### config.mk
export PLATFORM = sky130hd
export DESIGN_NAME = adc_addressing_sequencer_bcd_unit
export DESIGN_NICKNAME = d
export VERILOG_FILES = /design/src/sv/adcseq_pkg.sv /design/src/sv/adcseq_alu.sv /design/src/sv/adc_addressing_sequencer_bcd_unit.sv
export VERILOG_INCLUDE_DIRS = /design/src /design/src/sv
export SDC_FILE = /design/constraint.sdc
export NUM_CORES = 1
export LEC_CHECK = 0
export ABC_AREA = 1
export BUFFER_PORTS_ARGS = -buffer_cell sky130_fd_sc_hd__buf_2
export CAP_MARGIN = 20
export CORE_AREA = 2 2 151 153
export DETAILED_ROUTE_END_ITERATION = 7
export DIE_AREA = 0 0 153 155
export SLEW_MARGIN = 20
export SYNTH_ARGS = -nofsm -noshare
export SYNTH_HDL_FRONTEND = slang
export SYNTH_SLANG_ARGS = --single-unit
### constraint.sdc
create_clock -name i_clk -period 7.51 [get_ports i_clk]
set_input_delay 1.502 -clock i_clk [delete_from_list [all_inputs] [get_ports i_clk]]
set_output_delay 1.502 -clock i_clk [all_outputs]
set_load 0.01 [all_outputs]
### src/sv/assert_macros.svh
// ----------------------------------------------------------------------------
// Assertion macros
// Shared concurrent assertion wrappers clocked on i_clk.
// ----------------------------------------------------------------------------
`ifndef ASSERT_MACROS_SVH
`define ASSERT_MACROS_SVH

// Check only while out of reset.
`define ASSERT_RST(label, prop, msg) \
    label: assert property (@(posedge i_clk) disable iff (!i_rst_n) prop) else $error(msg);

// Check at every edge, reset included.
`define ASSERT_ALWAYS(label, prop, msg) \
    label: assert property (@(posedge i_clk) prop) else $error(msg);

`endif

### src/sv/adcseq_pkg.sv
// ----------------------------------------------------------------------------
// adcseq_pkg
// Types and constants shared by the ADC sequencer and its adder.
// ----------------------------------------------------------------------------
`default_nettype none

package adcseq_pkg;

    localparam int IN_DATA_W  = 40;
    localparam int OUT_DATA_W = 32;
    localparam int OUT_USER_W = 3;

    // Item kind on the input tuser bit
    localparam logic CMD_START = 1'b0;
    localparam logic CMD_CYCLE = 1'b1;

    // Bus cycle counter within one instruction
    localparam logic [2:0] STEP_IDLE = 3'd0;
    localparam logic [2:0] STEP_1    = 3'd1;
    localparam logic [2:0] STEP_2    = 3'd2;
    localparam logic [2:0] STEP_3    = 3'd3;
    localparam logic [2:0] STEP_4    = 3'd4;
    localparam logic [2:0] STEP_5    = 3'd5;

    // Decimal adjust constants
    localparam logic [5:0] BCD_DIGIT_MAX = 6'h09;
    localparam logic [5:0] BCD_DIGIT_FIX = 6'h06;
    localparam logic [5:0] BCD_NIB_MAX   = 6'h0F;
    localparam logic [9:0] BCD_HALF_CY   = 10'h010;
    localparam logic [9:0] BCD_HIGH_MAX  = 10'h09F;
    localparam logic [9:0] BCD_HIGH_FIX  = 10'h060;

    typedef enum logic [2:0] {
        MODE_IMM  = 3'd0,
        MODE_ZP   = 3'd1,
        MODE_ZPX  = 3'd2,
        MODE_ABS  = 3'd3,
        MODE_ABSX = 3'd4,
        MODE_ABSY = 3'd5,
        MODE_INDX = 3'd6,
        MODE_INDY = 3'd7
    } t_mode;

    // Input tdata, last field (mode) in the low bits
    typedef struct packed {
        logic [2:0] pad;
        logic       decimal_in;
        logic       carry_in;
        logic [7:0] index_y;
        logic [7:0] index_x;
        logic [7:0] acc_in;
        logic [7:0] read_data;
        t_mode      mode;
    } t_in_data;

    typedef struct packed {
        logic [3:0]  pad;
        logic        flag_n;
        logic        flag_v;
        logic        flag_z;
        logic        flag_c;
        logic [7:0]  acc_out;
        logic [15:0] read_addr;
    } t_out_data;

    typedef struct packed {
        logic done_res;
        logic read_from_pc;
        logic read_request;
    } t_out_user;

    typedef struct packed {
        logic [7:0] acc;
        logic [7:0] opnd;
        logic       carry;
        logic       bcd;
    } t_alu_in;

    typedef struct packed {
        logic [7:0] acc;
        logic       flag_c;
        logic       flag_z;
        logic       flag_v;
        logic       flag_n;
    } t_alu_res;

endpackage

`default_nettype wire

### src/sv/adcseq_alu.sv
// ----------------------------------------------------------------------------
// adcseq_alu
// Binary and decimal add with carry, producing the new accumulator and flags.
// ----------------------------------------------------------------------------
`default_nettype none

module adcseq_alu (
    input  adcseq_pkg::t_alu_in  i_alu,
    output adcseq_pkg::t_alu_res o_alu
);
    import adcseq_pkg::*;

    logic [4:0] w_lo_raw;
    logic [5:0] w_lo_adj;
    logic [9:0] w_dec;
    logic [9:0] w_bin;
    logic [9:0] w_sum;
    logic [9:0] w_fin;

    always_comb begin
        w_lo_raw = {1'b0, i_alu.opnd[3:0]} + {1'b0, i_alu.acc[3:0]} + {4'b0, i_alu.carry};
        w_lo_adj = ({1'b0, w_lo_raw} > BCD_DIGIT_MAX) ? ({1'b0, w_lo_raw} + BCD_DIGIT_FIX)
                                                      : {1'b0, w_lo_raw};
        // high digits, the adjusted low digit and its carry; in decimal mode V is taken from this sum
        w_dec = {2'b0, i_alu.opnd[7:4], 4'b0} + {2'b0, i_alu.acc[7:4], 4'b0}
              + ((w_lo_adj > BCD_NIB_MAX) ? BCD_HALF_CY : 10'h000)
              + {6'b0, w_lo_adj[3:0]};
        w_bin = {2'b0, i_alu.opnd} + {2'b0, i_alu.acc} + {9'b0, i_alu.carry};
        w_sum = i_alu.bcd ? w_dec : w_bin;
        w_fin = (i_alu.bcd && (w_sum > BCD_HIGH_MAX)) ? (w_sum + BCD_HIGH_FIX) : w_sum;

        o_alu.acc    = w_fin[7:0];
        o_alu.flag_c = |w_fin[9:8];
        o_alu.flag_z = (w_fin[7:0] == 8'h00);
        o_alu.flag_v = ~(i_alu.acc[7] ^ i_alu.opnd[7]) & (i_alu.acc[7] ^ w_sum[7]);
        o_alu.flag_n = w_fin[7];
    end

endmodule

`default_nettype wire

### src/sv/adc_addressing_sequencer_bcd_unit.sv
// ----------------------------------------------------------------------------
// adc_addressing_sequencer_bcd_unit
// 6502 ADC executor stepped one bus cycle per input word.
// ----------------------------------------------------------------------------
// Usage:
//   Slave channel (i_s_*): tuser is the command. A start word latches mode,
//   A, X, Y, carry and decimal flag and begins a new instruction, abandoning
//   any running one. A cycle word carries the byte read for the previous
//   request. Cycle words while idle give an all-zero result.
//   Master channel (o_m_*): exactly one result word per input word: a read at
//   PC, a read at a formed address, an idle bus cycle, or completion with the
//   new accumulator and C, Z, V, N.
//   Each word passes an input register and then a result register on its
//   way to the master side.
//   Throughput: one word per cycle while results are taken; the address
//   sequencer, 16-bit index add and decimal adder all sit between the two registers.
//   Reset empties both registers and returns the sequencer to idle.
//   A stall on the master side holds the result register; the input register
//   then fills and tready drops until the result is taken.
// ----------------------------------------------------------------------------
`default_nettype none

module adc_addressing_sequencer_bcd_unit (
    input  logic                                i_clk,
    input  logic                                i_rst_n,
    input  logic                                i_s_tvalid,
    output logic                                o_s_tready,
    // mode, read_data, acc_in, index_x, index_y, carry_in, decimal_in, zero pad
    input  logic [adcseq_pkg::IN_DATA_W-1:0]    i_s_tdata,
    // cmd
    input  logic                                i_s_tuser,
    output logic                                o_m_tvalid,
    input  logic                                i_m_tready,
    // read_addr, acc_out, flag_c, flag_z, flag_v, flag_n, zero pad
    output logic [adcseq_pkg::OUT_DATA_W-1:0]   o_m_tdata,
    // read_request, read_from_pc, done_res
    output logic [adcseq_pkg::OUT_USER_W-1:0]   o_m_tuser
);
    import adcseq_pkg::*;

    `include "assert_macros.svh"

    // input register
    logic      r_in_vld;
    logic      r_in_cmd;
    t_in_data  r_in_data;

    // result register
    logic      r_out_vld;
    t_out_data r_out_data;
    t_out_user r_out_user;

    // instruction state
    logic [2:0]  r_step,     n_step;
    t_mode       r_mode,     n_mode;
    logic [7:0]  r_zp,       n_zp;
    logic [15:0] r_eff,      n_eff;
    logic [7:0]  r_acc,      n_acc;
    logic [7:0]  r_x,        n_x;
    logic [7:0]  r_y,        n_y;
    logic        r_carry,    n_carry;
    logic        r_bcd,      n_bcd;

    logic        w_accept;
    logic        w_adv;
    t_out_data   w_res_data;
    t_out_user   w_res_user;
    t_alu_in     w_alu_in;
    t_alu_res    w_alu_res;
    logic [7:0]  w_d;
    logic [15:0] w_base;
    logic [15:0] w_idx_sum;
    logic [7:0]  w_idx;
    logic        w_same_page;
    logic        w_finish;

    assign w_adv      = r_in_vld && (!r_out_vld || i_m_tready);
    assign o_s_tready = !r_in_vld || w_adv;
    assign w_accept   = i_s_tvalid && o_s_tready;

    assign w_d      = r_in_data.read_data;
    assign w_alu_in = '{acc: r_acc, opnd: w_d, carry: r_carry, bcd: r_bcd};

    adcseq_alu u_alu (
        .i_alu (w_alu_in),
        .o_alu (w_alu_res)
    );

    // absolute and indirect forms: high byte arrives now, low byte already in r_eff
    assign w_base      = {w_d, r_eff[7:0]};
    assign w_idx       = (r_mode == MODE_ABSX) ? r_x : r_y;
    assign w_idx_sum   = w_base + {8'h00, w_idx};
    assign w_same_page = (w_base[15:8] == w_idx_sum[15:8]);

    always_comb begin
        n_step   = r_step;
        n_mode   = r_mode;
        n_zp     = r_zp;
        n_eff    = r_eff;
        n_acc    = r_acc;
        n_x      = r_x;
        n_y      = r_y;
        n_carry  = r_carry;
        n_bcd    = r_bcd;
        w_res_data = '0;
        w_res_user = '0;
        w_finish   = 1'b0;

        if (r_in_cmd == CMD_START) begin
            n_mode  = r_in_data.mode;
            n_acc   = r_in_data.acc_in;
            n_x     = r_in_data.index_x;
            n_y     = r_in_data.index_y;
            n_carry = r_in_data.carry_in;
            n_bcd   = r_in_data.decimal_in;
            n_zp    = 8'h00;
            n_eff   = 16'h0000;
            n_step  = STEP_1;
            w_res_user.read_request = 1'b1;
            w_res_user.read_from_pc = 1'b1;
        end else if (r_step != STEP_IDLE) begin
            n_step = r_step + 3'd1;
            case (r_mode)
                MODE_IMM: begin
                    w_finish = 1'b1;
                end
                MODE_ZP: begin
                    if (r_step == STEP_1) begin
                        n_zp = w_d;
                        w_res_user.read_request = 1'b1;
                        w_res_data.read_addr    = {8'h00, w_d};
                    end else begin
                        w_finish = 1'b1;
                    end
                end
                MODE_ZPX: begin
                    if (r_step == STEP_1) begin
                        n_zp = w_d + r_x;
                    end else if (r_step == STEP_2) begin
                        w_res_user.read_request = 1'b1;
                        w_res_data.read_addr    = {8'h00, r_zp};
                    end else begin
                        w_finish = 1'b1;
                    end
                end
                MODE_ABS: begin
                    if (r_step == STEP_1) begin
                        n_eff = {8'h00, w_d};
                        w_res_user.read_request = 1'b1;
                        w_res_user.read_from_pc = 1'b1;
                    end else if (r_step == STEP_2) begin
                        n_eff = w_base;
                        w_res_user.read_request = 1'b1;
                        w_res_data.read_addr    = w_base;
                    end else begin
                        w_finish = 1'b1;
                    end
                end
                MODE_ABSX, MODE_ABSY: begin
                    if (r_step == STEP_1) begin
                        n_eff = {8'h00, w_d};
                        w_res_user.read_request = 1'b1;
                        w_res_user.read_from_pc = 1'b1;
                    end else if (r_step == STEP_2) begin
                        n_eff = w_idx_sum;
                        // spend an idle cycle on a page crossing
                        if (w_same_page) begin
                            n_step = STEP_4;
                            w_res_user.read_request = 1'b1;
                            w_res_data.read_addr    = w_idx_sum;
                        end else begin
                            n_step = STEP_3;
                        end
                    end else if (r_step == STEP_3) begin
                        w_res_user.read_request = 1'b1;
                        w_res_data.read_addr    = r_eff;
                    end else begin
                        w_finish = 1'b1;
                    end
                end
                MODE_INDX: begin
                    if (r_step == STEP_1) begin
                        n_zp = w_d + r_x;
                    end else if (r_step == STEP_2) begin
                        n_zp = r_zp + 8'h01;
                        w_res_user.read_request = 1'b1;
                        w_res_data.read_addr    = {8'h00, r_zp};
                    end else if (r_step == STEP_3) begin
                        n_eff = {8'h00, w_d};
                        w_res_user.read_request = 1'b1;
                        w_res_data.read_addr    = {8'h00, r_zp};
                    end else if (r_step == STEP_4) begin
                        n_eff = w_base;
                        w_res_user.read_request = 1'b1;
                        w_res_data.read_addr    = w_base;
                    end else begin
                        w_finish = 1'b1;
                    end
                end
                MODE_INDY: begin
                    if (r_step == STEP_1) begin
                        n_zp = w_d + 8'h01;
                        w_res_user.read_request = 1'b1;
                        w_res_data.read_addr    = {8'h00, w_d};
                    end else if (r_step == STEP_2) begin
                        n_eff = {8'h00, w_d};
                        w_res_user.read_request = 1'b1;
                        w_res_data.read_addr    = {8'h00, r_zp};
                    end else if (r_step == STEP_3) begin
                        n_eff = w_idx_sum;
                        if (w_same_page) begin
                            n_step = STEP_5;
                            w_res_user.read_request = 1'b1;
                            w_res_data.read_addr    = w_idx_sum;
                        end else begin
                            n_step = STEP_4;
                        end
                    end else if (r_step == STEP_4) begin
                        w_res_user.read_request = 1'b1;
                        w_res_data.read_addr    = r_eff;
                    end else begin
                        w_finish = 1'b1;
                    end
                end
                default: begin
                    w_finish = 1'b1;
                end
            endcase

            if (w_finish) begin
                n_step = STEP_IDLE;
                w_res_user.done_res = 1'b1;
                w_res_data.acc_out  = w_alu_res.acc;
                w_res_data.flag_c   = w_alu_res.flag_c;
                w_res_data.flag_z   = w_alu_res.flag_z;
                w_res_data.flag_v   = w_alu_res.flag_v;
                w_res_data.flag_n   = w_alu_res.flag_n;
            end
        end
    end

    always_ff @(posedge i_clk) begin
        if (!i_rst_n) begin
            r_in_vld  <= 1'b0;
            r_out_vld <= 1'b0;
            r_step    <= STEP_IDLE;
        end else begin
            if (w_accept) begin
                r_in_vld <= 1'b1;
            end else if (w_adv) begin
                r_in_vld <= 1'b0;
            end
            if (w_adv) begin
                r_out_vld <= 1'b1;
                r_step    <= n_step;
            end else if (i_m_tready) begin
                r_out_vld <= 1'b0;
            end
        end
    end

    always_ff @(posedge i_clk) begin
        if (w_accept) begin
            r_in_cmd  <= i_s_tuser;
            r_in_data <= t_in_data'(i_s_tdata);
        end
        if (w_adv) begin
            r_out_data <= w_res_data;
            r_out_user <= w_res_user;
            r_mode     <= n_mode;
            r_zp       <= n_zp;
            r_eff      <= n_eff;
            r_acc      <= n_acc;
            r_x        <= n_x;
            r_y        <= n_y;
            r_carry    <= n_carry;
            r_bcd      <= n_bcd;
        end
    end

    assign o_m_tvalid = r_out_vld;
    assign o_m_tdata  = r_out_data;
    assign o_m_tuser  = r_out_user;

    `ASSERT_ALWAYS(a_rst_empty, !i_rst_n |=> (!r_in_vld && !r_out_vld), "pipeline not empty after reset")
    `ASSERT_RST(a_done_idle, (w_adv && w_res_user.done_res) |=> (r_step == STEP_IDLE), "step not idle after completion")
    `ASSERT_RST(a_step_range, r_step <= STEP_5, "step counter out of range")

endmodule

`default_nettype wire
* Word-level counts from Yosys, hierarchy flattened
Cells that the tools add are included.
** Cells by class
- Add/subtract/negate cells :: 14
- $lt $le $gt $ge :: 3
- Eq/ne operators :: 28
- Muxes and demuxes :: 90
- Bitwise gates (word level) :: 5
- Reduce and logical (&&, ||, !) cells :: 24
** Operators with widths (count)
- 16-bit 2-to-1 mux :: 26
- 16-bit one-hot mux with 6 select lines :: 1
- 8-bit 2-to-1 mux :: 10
- 16-bit one-hot mux with 4 select lines :: 1
- 1-bit 2-to-1 mux :: 34
- 8-bit one-hot mux with 4 select lines :: 1
- 3-bit 2-to-1 mux :: 9
- 3-bit != test (second input constant) :: 8
- 10-bit 2-to-1 mux :: 2
- 4-bit != test (second input constant) :: 5
- 10-bit AND reduction :: 2
- 8-bit by 8-bit adder with 9-bit output :: 2
- 16-bit by 8-bit adder with 16-bit output :: 1
- 8-bit by 1-bit adder with 8-bit output (second input constant) :: 2
- 3-bit equality test (second input constant) :: 5
- 3-bit by 2-bit equality test with 1-bit output (second input constant) :: 4
- 10-bit by 1-bit adder with 10-bit output :: 1
- 10-bit adder :: 1
- 10-bit by 4-bit adder with 10-bit output :: 1
- 10-bit by 7-bit adder with 10-bit output (second input constant) :: 1
- 10-bit by 8-bit greater-than comparator with 1-bit output (second input constant) :: 1
- 5-bit by 1-bit != test with 1-bit output (second input constant) :: 2
- 8-bit adder :: 1
- 8-bit equality test :: 1
- 29 further kinds :: 42
** Storage, ports and cells
- Register bits after elaboration :: 127
- Output and inout bits :: 37
- Word-level logic and storage cells :: 193

* Longest topological paths before layout
- Depth after elaboration :: 13
- Mapped depth :: 23
- Depth with buffers taken out :: 22

* Cells and area by module
A second synthesis with hierarchy kept.
** Second synthesis, totals
- Cells, all modules :: 1143
- Area total of the unflattened synthesis :: 9131.3 µm²
** By module, submodules not included
- adc_addressing_sequencer_bcd_unit :: instances 1, cells an instance 934, area an instance 7863.8 µm², seq. area each 3763.6 µm²
- adcseq_alu :: instances 1, cells an instance 209, area an instance 1267.5 µm², seq. area each 0.0 µm²

* Worst setup path after synthesis
No wires, ideal clock.
- Kind :: in2reg
- Start point :: in i_m_tready
- End point :: reg r_eff[0] (enable)
- Setup time :: 0.383 ns
- Arrival :: 3.930 ns
- Required time :: 7.127 ns
- Setup slack :: 3.197 ns
- Cell stages on the path :: 6
- Path buffers :: 0
- Cells stage by stage :: inv_1 -> nand2_1 -> nand2_1 -> nor2_1 -> o211ai_1 -> nor3_1
** Between the ends
- Longest elaborated chain between the ends :: 3
** RTL lines
- start, declared :: line adc_addressing_sequencer_bcd_unit.sv:33 : input logic i_m_tready,
- 1-bit logical OR :: line adc_addressing_sequencer_bcd_unit.sv:77 : assign w_adv = r_in_vld && (!r_out_vld || i_m_tready);
- 1-bit logical AND :: line adc_addressing_sequencer_bcd_unit.sv:77
- 10-bit AND reduction (no source line)
- end signal, assigned :: line adc_addressing_sequencer_bcd_unit.sv:272 : r_eff <= n_eff;
- end, declared :: line adc_addressing_sequencer_bcd_unit.sv:57 : logic [15:0] r_eff, n_eff;
No other way between the ends.
A chain may end at the register's enable or synchronous reset.

* Final worst setup path
- Start point :: reg r_mode[2]
- End point :: reg r_out_data (netlist bit o_m_tdata[6]), data pin
** Between the ends
- Longest elaborated chain between the ends :: 9
- Elaborated cells between the ends (all ways) :: 18
- Those cells by class :: add/sub (1); eq/ne (8); mux (8); reduce/logical (1)
** RTL lines
- start, declared :: line adc_addressing_sequencer_bcd_unit.sv:55 : t_mode r_mode, n_mode;
- start signal, assigned :: line adc_addressing_sequencer_bcd_unit.sv:270 : r_mode <= n_mode;
- 3-bit equality test :: line adc_addressing_sequencer_bcd_unit.sv:91, adc_addressing_sequencer_bcd_unit.sv:123
- 8-bit 2-to-1 mux :: line adc_addressing_sequencer_bcd_unit.sv:91 : assign w_idx = (r_mode == MODE_ABSX) ? r_x : r_y;
- 16-bit by 8-bit adder with 16-bit output :: line adc_addressing_sequencer_bcd_unit.sv:92 : assign w_idx_sum = w_base + {8'h00, w_idx};
- 8-bit equality test :: line adc_addressing_sequencer_bcd_unit.sv:93 : assign w_same_page = (w_base[15:8] == w_idx_sum[15:8]);
- 16-bit 2-to-1 mux :: line adc_addressing_sequencer_bcd_unit.sv:167, adc_addressing_sequencer_bcd_unit.sv:211
- 16-bit 2-to-1 mux :: line adc_addressing_sequencer_bcd_unit.sv:209 : end else if (r_step == STEP_3) begin
- 16-bit 2-to-1 mux :: line adc_addressing_sequencer_bcd_unit.sv:205 : end else if (r_step == STEP_2) begin
- 16-bit 2-to-1 mux :: line adc_addressing_sequencer_bcd_unit.sv:201 : if (r_step == STEP_1) begin
- 16-bit one-hot mux with 6 select lines (*) :: line adc_addressing_sequencer_bcd_unit.sv:123 : case (r_mode)
- end signal, assigned :: line adc_addressing_sequencer_bcd_unit.sv:268 : r_out_data <= w_res_data;
- end, declared :: line adc_addressing_sequencer_bcd_unit.sv:50 : t_out_data r_out_data;
Every way passes the cells marked *; elsewhere a longest branch is shown, timed or not.

==> results.toml <==
[clock_network]
clk_latency_ns = 0.43
clk_pin_slew_worst_paths_ns = 0.07
cts_tree = "yes"
postCtsSetupRepairBufs = 0
cts_hold_buf = 0
max-clock-path-buffers = 2
cts_buffers = 17
cts_root_buf = "clkbuf_16"
ctsResizeCount = 0
cts_max_level = 4
clkSinkCount = 126

[timing]
timing.fmax_mhz = 260
rsz0062_at_grt = "no"
hold_viol = 0
relSlewSlack = 0.332
period_share = 0.513
final.min_clock_period_ns = 3.85
max_slew.worst_pin.slew_ns = 1.00
tns_ns = 0
finalSetupViolCount = 0
finalMaxSlewViolations = 0
fin_skew_ns = 0.0110

[synth]
ys_seq_elements = 126
synth_cell_types = 52
synth_warnings = 0
synth_cells = 1071
synth_edf_count = 121
async_reset_ff_frac = 0
ys.flop_type = "edfxtp_1"
ys_seq_area_frac = 0.428
synth.cell_area_um2 = 8720
avgSynthCellArea_um2 = 8.14

[detailed_routing]
vias_per_cell = 5.38
antenna_left = 0
totalWireLength_um = 25000
drc = 0
drt_iter0_drc = 722
vias = 7708
wire_per_inst_um = 17.4
firstDrtPassIters = 5

[power]
ir_drop_mv = 0.133
static-leakage-power_nw = 4.24
swShare = 0.291
power_mw = 1.91
p_switching_mw = 0.555
combPwrFrac = 0.133
power_frac_seq = 0.433
clockPowerShare = 0.434
power.density_nw_per_um2 = 193
p_int_mw = 1.35

[hold_path]
worst_hold_path_type = "reg -> reg"

[setup_path]
critPathMaxStageDelay_ns = 0.39
crit_start = "r_mode[2]"
crit_top_cell = "nor2_1"
crit_arrival_ns = 4.02
crit_fanout = 28
worst_r2r_endpoint = "o_m_tdata[6]"
cp_cell_sequence = "buf_4, nand2_2, mux2_2, ha_1, inv_1, fa_1, nand3b_1, nand2_1, a21oi_2, o21ai_4, nor2_8, inv_2, nor2_1, o21ai_0, nand3_1, nor2_1, nor2_1"
slowest_stage = "fa_1"
reg2reg_slack_ns = 3.66
r2r-start = "r_mode[2]"
worst_r2r_path_depth = 17
startpoint_type = "register"
endpoint = "o_m_tdata[6]"
cp-end-kind = "register"
cp_data_required_time_ns = 7.67
critPathKind = "reg -> reg"

[placement]
io_buffers = 74
gp_congestion = 0.958
place_hpwl_um = 17600
dp_cells = 1402

[floorplanning]
boundaryPins = 82
dieArea_um2 = 23700
core_area_um2 = 22200
start_util = 0.392
die_h_um = 155
fp-row-count = 55
die_w_um = 153

[grt]
grt-ovfl-total = 0
track_usage = 0.217
antenna_found_initial = 0
grt_max_degree = 39
grt_first_pass_wirelength_um = 40300
grt_pass1_vias = 7433

[finish]
fin_cells = 1434
final_layout_size_suffix_gt1_frac = 0.163
nNetsFinal = 1222
syn2layout_area_growth_pct = 13.6
final_common_cell = "nand2_1"
antenna_cells = 0
final_cell_mix = "nand2_1 (227), inv_1 (132), edfxtp_1 (121), nor2_1 (91), nand3_1 (81)"

[flow_run]
max-cap-violations = 0

[status]
outcome = "finished, final reports clean"
cells by family after synthesis:
group | after synthesis | share of synthesized area
compound gates | 219 | 0.151
mux | 7 | 0.00904
xor+xnor | 21 | 0.0211
fa+ha+maj | 41 | 0.0640
simple gates | 466 | 0.238
flops | 126 | 0.428
buf+inv | 190 | 0.0877
other cells | 1 | 0.000430
metal layers:
layer	routed length, µm	share of wire	vias to the layer above	global-route usage
li1	-	-	3775	-
met1	11000	0.44	3567	0.285
met2	11300	0.45	318	0.349
met5	0	0	-	0
met3	2070	0.083	48	0.0546
met4	701	0.028	0	0.0780
layout make-up:
cell class / count / area (µm²)
clock inverters: 15 / 151
fillers: 2195 / 12300
repair buffers: 83 / 438
well taps: 285 / 357
flip-flops and latches: 126 / 3730
multi-input cells: 758 / 4230
inverters: 150 / 567
clock buffers: 17 / 425
how the worst min path moves through the flow:
stage | from | end | slack (ns) | depth (start not counted)
final | r_in_data[28] | r_y[1] | 0.42 | 0
after global routing | r_in_data[28] | r_y[1] | 0.42 | 0
after CTS | r_in_data[28] | r_y[1] | 0.42 | 0
after detailed placement | r_in_data[14] | r_acc[3] | 0.40 | 0
after global placement | r_in_data[18] | r_acc[7] | 0.40 | 0
after floorplan | r_in_data[11] | r_acc[0] | 0.40 | 0
registers in the layout (all words and copies together), names as in the netlist:
name,flops
o_m_tdata,27
o_m_tuser,3
o_m_tvalid,1
r_acc,8
r_bcd,1
r_carry,1
r_eff,16
r_in_cmd,1
r_in_data,29
r_in_vld,1
r_mode,3
r_step,3
r_x,8
r_y,8
r_zp,8
w_d,8
worst max-delay path, delay by kind of cell (launching register included):
family | cells | cell delay [ns]
AND/OR/NAND/NOR | 8 | 1.09
AO/OA/AOI/OAI | 3 | 0.58
adder cells (fa/ha/maj) | 2 | 0.58
buffers and inverters | 3 | 0.67
multiplexers | 1 | 0.32
flip-flops | 1 | 0.32
cells in the mapped netlist, drive strengths merged (2+ instances only):
library cell	instances	area (µm²)
a221oi	15	131
a21oi	55	287
a211oi	17	128
nand3b	4	30.0
clkinv	3	12.5
a31oi	21	131
inv	147	554
nand3	83	425
nand2	246	1000
o21ai	78	413
nand4	8	50.1
edfxtp	121	3630
ha	35	438
clkbuf	22	82.6
or2	3	18.8
nor3	12	70.1
dfxtp	5	100
fa	6	120
o21bai	5	37.5
mux2	7	78.8
a21boi	2	15.0
nor2	108	469
o22ai	18	113
buf	18	115
o211ai	5	37.5
xor2	19	166
xnor2	2	17.5
through the flow:
step	worst slack (ns)	hold WS, ns	cell area (µm²)	util
after floorplan	3.20	0.400	8730	-
after global placement	3.74	0.401	9330	0.420
after detailed placement	3.74	0.405	9330	0.420
after CTS	3.74	0.418	9900	0.446
after global routing	3.41	0.420	9900	0.446
final	3.66	0.416	9900	0.446
power groups by stage:
stage	clock network, mW	logic (mW)	registers [mW]
finish	0.827	0.254	0.826
global route	0.870	0.288	0.829
CTS	0.841	0.252	0.825
detailed placement	0	0.251	0.840
global placement	0	0.248	0.839
floorplan	0	0.185	0.830
(Power assumes the default switching activity.)
